[src/chie_pkg.sv]
package chie_pkg;

    localparam int HASH_W     = 64;
    localparam int KEY_W      = 64;
    localparam int REF_W      = 32;
    localparam int INST_SHIFT = 56;
    localparam int INST_SEL_W = 8;
    localparam int MIN_BPI    = 8;
    localparam int IL_W       = 3;
    localparam int CFG_LOG2_W = 2;
    localparam int CFG_BPI_W  = 12;
    localparam int CFG_KB_W   = 4;
    localparam int APB_AW     = 4;
    localparam int APB_DW     = 32;
    localparam int IN_DATA_W  = 192;
    localparam int OUT_DATA_W = 64;

    typedef enum logic [1:0] {
        REQ_PUT = 2'd0,
        REQ_ADD = 2'd1,
        REQ_GET = 2'd2,
        REQ_DEL = 2'd3
    } req_t;

    typedef enum logic [1:0] {
        ST_OK        = 2'd0,
        ST_NOT_FOUND = 2'd1,
        ST_FULL      = 2'd2
    } status_t;

    typedef enum logic [1:0] {
        RES_OK    = 2'd0,
        RES_FOUND = 2'd1,
        RES_MISS  = 2'd2,
        RES_FULL  = 2'd3
    } res_kind_t;

    typedef enum logic [1:0] {
        REG_INST_LOG2 = 2'd0,
        REG_INIT_BPI  = 2'd1,
        REG_KEY_BYTES = 2'd2
    } reg_idx_t;

    typedef enum logic [4:0] {
        S_INIT,
        S_INIT_CLR,
        S_IDLE,
        S_GROW_CHK,
        S_GROW_CLR,
        S_RB_CHECK,
        S_RB_DIV,
        S_RB_WAIT,
        S_RB_HRD,
        S_RB_LINK,
        S_DIV,
        S_DIV_WAIT,
        S_HEAD_RD,
        S_DISPATCH,
        S_WALK,
        S_CMP,
        S_RESP
    } state_t;

    typedef struct packed {
        logic      init;
        logic      clr_step;
        logic      load_req;
        logic      grow;
        logic      div_start;
        logic      div_rb;
        logic      set_head;
        logic      head_rd;
        logic      rd_rowhash;
        logic      rb_link;
        logic      walk_init;
        logic      row_rd;
        logic      walk_next;
        logic      update;
        logic      insert;
        logic      del;
        logic      res_set;
        res_kind_t res_kind;
        logic      out_load;
    } cmd_t;

    typedef struct packed {
        req_t req_type;
        logic head_zero;
        logic row_match;
        logic full;
        logic grow_due;
        logic grow_ok;
        logic clr_last;
        logic rb_done;
        logic cur_null;
        logic div_done;
        logic out_free;
    } stat_t;

    function automatic logic [KEY_W-1:0] key_mask(input logic [CFG_KB_W-1:0] kb);
        logic [KEY_W-1:0] m;
        m = '1;
        if (kb < 4'd8) begin
            if (kb == 4'd0) begin
                m = KEY_W'(8'hFF);
            end else begin
                m = (KEY_W'(1) << {kb, 3'b000}) - KEY_W'(1);
            end
        end
        return m;
    endfunction

endpackage

[src/chie_ctrl.sv]
module chie_ctrl (
    input  logic            aclk,
    input  logic            aresetn,
    input  logic            cfg_wr,
    input  logic            in_valid,
    output logic            in_ready,
    input  chie_pkg::stat_t stat,
    output chie_pkg::cmd_t  cmd
);

    chie_pkg::state_t state_reg;
    chie_pkg::state_t state_next;

    always_ff @(posedge aclk) begin
        if (!aresetn) begin
            state_reg <= chie_pkg::S_INIT;
        end else begin
            state_reg <= state_next;
        end
    end

    always_comb begin
        state_next = state_reg;
        unique case (state_reg)
            chie_pkg::S_INIT:     state_next = chie_pkg::S_INIT_CLR;
            chie_pkg::S_INIT_CLR: if (stat.clr_last) state_next = chie_pkg::S_IDLE;
            chie_pkg::S_IDLE:     if (in_valid) state_next = chie_pkg::S_GROW_CHK;
            chie_pkg::S_GROW_CHK: begin
                if ((stat.req_type == chie_pkg::REQ_PUT || stat.req_type == chie_pkg::REQ_ADD)
                    && stat.grow_due && stat.grow_ok) begin
                    state_next = chie_pkg::S_GROW_CLR;
                end else begin
                    state_next = chie_pkg::S_DIV;
                end
            end
            chie_pkg::S_GROW_CLR: if (stat.clr_last) state_next = chie_pkg::S_RB_CHECK;
            chie_pkg::S_RB_CHECK: begin
                state_next = stat.rb_done ? chie_pkg::S_DIV : chie_pkg::S_RB_DIV;
            end
            chie_pkg::S_RB_DIV:   state_next = chie_pkg::S_RB_WAIT;
            chie_pkg::S_RB_WAIT:  if (stat.div_done) state_next = chie_pkg::S_RB_HRD;
            chie_pkg::S_RB_HRD:   state_next = chie_pkg::S_RB_LINK;
            chie_pkg::S_RB_LINK:  state_next = chie_pkg::S_RB_CHECK;
            chie_pkg::S_DIV:      state_next = chie_pkg::S_DIV_WAIT;
            chie_pkg::S_DIV_WAIT: if (stat.div_done) state_next = chie_pkg::S_HEAD_RD;
            chie_pkg::S_HEAD_RD:  state_next = chie_pkg::S_DISPATCH;
            chie_pkg::S_DISPATCH: begin
                unique case (stat.req_type) inside
                    chie_pkg::REQ_ADD, chie_pkg::REQ_GET: state_next = chie_pkg::S_WALK;
                    default:                              state_next = chie_pkg::S_RESP;
                endcase
            end
            chie_pkg::S_WALK: begin
                state_next = stat.cur_null ? chie_pkg::S_RESP : chie_pkg::S_CMP;
            end
            chie_pkg::S_CMP: begin
                state_next = stat.row_match ? chie_pkg::S_RESP : chie_pkg::S_WALK;
            end
            chie_pkg::S_RESP:     if (stat.out_free) state_next = chie_pkg::S_IDLE;
            default:              state_next = chie_pkg::S_INIT;
        endcase
        if (cfg_wr) begin
            state_next = chie_pkg::S_INIT;
        end
    end

    always_comb begin
        cmd          = '0;
        cmd.res_kind = chie_pkg::RES_OK;
        in_ready     = 1'b0;
        unique case (state_reg)
            chie_pkg::S_INIT:     cmd.init = 1'b1;
            chie_pkg::S_INIT_CLR: cmd.clr_step = 1'b1;
            chie_pkg::S_IDLE: begin
                in_ready     = 1'b1;
                cmd.load_req = in_valid;
            end
            chie_pkg::S_GROW_CHK: begin
                cmd.grow = (stat.req_type == chie_pkg::REQ_PUT
                            || stat.req_type == chie_pkg::REQ_ADD)
                           && stat.grow_due && stat.grow_ok;
            end
            chie_pkg::S_GROW_CLR: cmd.clr_step = 1'b1;
            chie_pkg::S_RB_CHECK: cmd.rd_rowhash = !stat.rb_done;
            chie_pkg::S_RB_DIV: begin
                cmd.div_start = 1'b1;
                cmd.div_rb    = 1'b1;
            end
            chie_pkg::S_RB_WAIT: begin
                cmd.div_rb   = 1'b1;
                cmd.set_head = stat.div_done;
            end
            chie_pkg::S_RB_HRD:   cmd.head_rd = 1'b1;
            chie_pkg::S_RB_LINK:  cmd.rb_link = 1'b1;
            chie_pkg::S_DIV:      cmd.div_start = 1'b1;
            chie_pkg::S_DIV_WAIT: cmd.set_head = stat.div_done;
            chie_pkg::S_HEAD_RD:  cmd.head_rd = 1'b1;
            chie_pkg::S_DISPATCH: begin
                unique case (stat.req_type) inside
                    chie_pkg::REQ_PUT: begin
                        cmd.res_set  = 1'b1;
                        cmd.insert   = !stat.full;
                        cmd.res_kind = stat.full ? chie_pkg::RES_FULL : chie_pkg::RES_OK;
                    end
                    chie_pkg::REQ_ADD, chie_pkg::REQ_GET: cmd.walk_init = 1'b1;
                    default: begin
                        cmd.res_set  = 1'b1;
                        cmd.del      = !stat.head_zero;
                        cmd.res_kind = stat.head_zero ? chie_pkg::RES_MISS : chie_pkg::RES_OK;
                    end
                endcase
            end
            chie_pkg::S_WALK: begin
                if (stat.cur_null) begin
                    // Chain end: a get misses; an add inserts, or reports a full store.
                    cmd.res_set = 1'b1;
                    if (stat.req_type == chie_pkg::REQ_GET) begin
                        cmd.res_kind = chie_pkg::RES_MISS;
                    end else if (stat.full) begin
                        cmd.res_kind = chie_pkg::RES_FULL;
                    end else begin
                        cmd.insert = 1'b1;
                    end
                end else begin
                    cmd.row_rd = 1'b1;
                end
            end
            chie_pkg::S_CMP: begin
                if (stat.row_match) begin
                    cmd.res_set  = 1'b1;
                    cmd.res_kind = chie_pkg::RES_FOUND;
                    cmd.update   = (stat.req_type == chie_pkg::REQ_ADD);
                end else begin
                    cmd.walk_next = 1'b1;
                end
            end
            chie_pkg::S_RESP:     cmd.out_load = stat.out_free;
            default:              cmd.init = 1'b0;
        endcase
    end

endmodule

[config.mk]
export PLATFORM = sky130hd
export DESIGN_NAME = chie_ctrl
export DESIGN_NICKNAME = d
export VERILOG_FILES = /design/src/chie_pkg.sv /design/src/chie_ctrl.sv
export SDC_FILE = /design/constraint.sdc
export NUM_CORES = 1
export LEC_CHECK = 0
export ABC_AREA = 1
export BUFFER_PORTS_ARGS = -buffer_cell sky130_fd_sc_hd__buf_2
export CAP_MARGIN = 10
export CORE_UTILIZATION = 50
export DETAILED_ROUTE_END_ITERATION = 8
export PLACE_DENSITY = 0.89
export SYNTH_ARGS = -nofsm -noshare
export SYNTH_HDL_FRONTEND = slang
export SYNTH_SLANG_ARGS = --single-unit
[constraint.sdc]
create_clock -name aclk -period 3.4 [get_ports aclk]
set_clock_uncertainty 0.2 [all_clocks]
set_input_delay 0.17 -clock aclk [delete_from_list [all_inputs] [get_ports aclk]]
set_output_delay 0.17 -clock aclk [all_outputs]
set_load 0.1 [all_outputs]
==> results by group <==
Run status
  – Outcome: complete, no violations

Global route
  – Vias in the first global route: 929
  – Largest net degree at the start of global routing: 9
  – Grt total ovfl: 0
  – Tot GR Track Use: 0.265
  – First-pass GRT wire length: 3.83 mm
  – Initial antenna violation count: 0

STA
  – Endpoints failing setup: 0
  – Achievable Freq: 0.434 GHz
  – Final worst path period share: 0.678
  – Final Slew Violations: 0
  – Slew HR: 0.675
  – Final min period: 2300 ps
  – Setup repair after global routing missed its margin: no
  – Setup tns final: 0 ps
  – Final hold vios: 0
  – Slew at the pin closest to its max-slew limit: 490 ps

Yosys
  – Yosys warns: 0
  – Synth Flop Type: dfxtp_1
  – Post-synth EDFFs: 0
  – Commonest cells in the synthesized netlist: nand2_1, inv_1, nand3_1, nor2_1
  – Synthesized cell area: 846 um2
  – Synth top area share: 0.169
  – Leading area contributor after synthesis: nand2_1
  – Post-Syn Instances: 158
  – Synth async-reset ratio: 0
  – Average size of a mapped cell: 5.35 um2
  – Post-synth net total: 178
  – Count of different cell masters after synthesis: 24
  – Area contributors post-synth: nand2_1, nand3_1, inv_1
  – Register area share after synthesis: 0.118
  – Most numerous cell in the Yosys netlist: nand2_1
  – #FFs+latches synth: 5

Routing
  – Total number of vias: 1,115
  – Final wirelength: 2.28 mm
  – Vias per cell: 5.26
  – Drt pass-1 iters: 4
  – Remaining antenna violation count: 0
  – Routed len/inst: 10.7 um
  – DR DRC count: 0
  – DRT iter0 DRCs: 63

Clock network
  – Register clock-pin slew on the reported worst setup and hold paths: 50 ps
  – TritonCTS Sinks: 5
  – CTS H-tree depth: 1
  – Root Buffer: clkbuf_4
  – Resized cells post-CTS: 0
  – CTS tree: yes
  – Post-CTS setup buffers: 0
  – Clk buf depth: 2
  – Clock Latency Late Sink: 250 ps
  – Clock buffer count from CTS: 3
  – Hold_buf cts: 0

Setup path
  – Worst setup EP type: output pin
  – Worst r2r src: state_reg[4]$_SDFFE_PP0P_
  – Critical path launch point: state_reg[0]$_SDFFE_PP0P_
  – Crit-path max FO: 8
  – Worst setup SP type: flip-flop
  – Worst EP required: 3030 ps
  – Crit path kind: reg2out
  – Reg2reg path depth: 8
  – CP arrival: 1930 ps

Min path
  – WHS Path Cells: 4
  – Worst Hold Class: in2reg
  – Min-delay src: cfg_wr

Power
  – Total power: 203 uW
  – Pleak: 0.730 nW
  – Pwr Density: 191 nW/um2
  – Worst VDD drop: 0.246 mV

Floorplan
  – Area of the die: 1860 um2
  – Die Ht: 43.1 um
  – IO Count: 37
  – Die width: 43.1 um
  – Starting Density: 0.549
  – FP Rows: 14
  – Total core area: 1540 um2

Finish
  – Filler cells: 165
  – Area Growth Syn to Fin: 25.1%
  – Max FFs per register: 5
  – Share of cells above drive strength 1: 0.311
  – Diodes inserted: 0
  – Nets@finish: 217

Run
  – Max-cap viol count: 0

Place
  – IO Port Bufs: 36
  – Dpl hpwl: 1.94 mm
  – Placer Congestion: 0.935
through the flow:
stage          utilization  area, um2  setup slack [ps]  hold slack, ps  cells
2_1_floorplan            -        846               184             177    158
3_3_place_gp         0.669       1030              1420             316    208
3_5_place_dp         0.669       1030              1370             315    208
4_1_cts              0.687       1060              1100            51.7    212
5_1_grt              0.687       1060               984            57.2    212
6_report             0.687       1060              1100            51.4    212
worst paths after layout:
kind,end,slack (ps)
setup / recovery,cmd[2],1100
hold / removal,state_reg[3]$_SDFFE_PP0P_,50
setup reg to reg,state_reg[0]$_SDFFE_PP0P_,1560
hold reg to reg,state_reg[1]$_SDFFE_PP0P_,380
cell type report:
type                       instances  area (um2)  share of cell area
clock inverter                     1        5.00             0.00473
clock buffer                       3        22.5              0.0213
tap                               16        20.0              0.0189
inverter                          32         120               0.113
sequential                         5         100              0.0946
multi-input combinational        119         611               0.577
timing repair buffer              36         180               0.170
worst max-delay path, stage by stage (launching register included):
cell and delay, ps:
dfxtp_1 500, nand2_1 180, nor2_1 280, nand3_1 160
o211ai_1 120, buf_2 450
where the power goes:
group / internal [mW] / switching (mW) / leakage (nW)
sequential: 0.0601 / 0.00332 / 0.0405
combinational: 0.0199 / 0.0497 / 0.672
clock: 0.0427 / 0.0270 / 0.0177
total: 0.123 / 0.0800 / 0.730
cell families after synthesis:
logic type	after synthesis	share of synthesized area
buf+inv	34	0.160
fa+ha+maj	4	0.0592
flops	5	0.118
compound gates	13	0.0962
simple gates	102	0.567
metal layers:
layer	vias to the layer above	track usage	routed length, um
met1	485	0.366	996
met3	0	0.0128	196
met4	0	0.0788	0
met2	62	0.439	1080
met5	-	0	0
li1	568	-	-
cells in the final DEF, fill, tap and decap left out, drive strengths merged, types with 4 or more instances in the layout:
master	count
dfxtp	5
nand3	24
a21oi	5
inv	32
nand2	42
ha	4
nor2	29
buf	36
o21ai	4
Note: power is estimated with default switching activity, not from simulation.
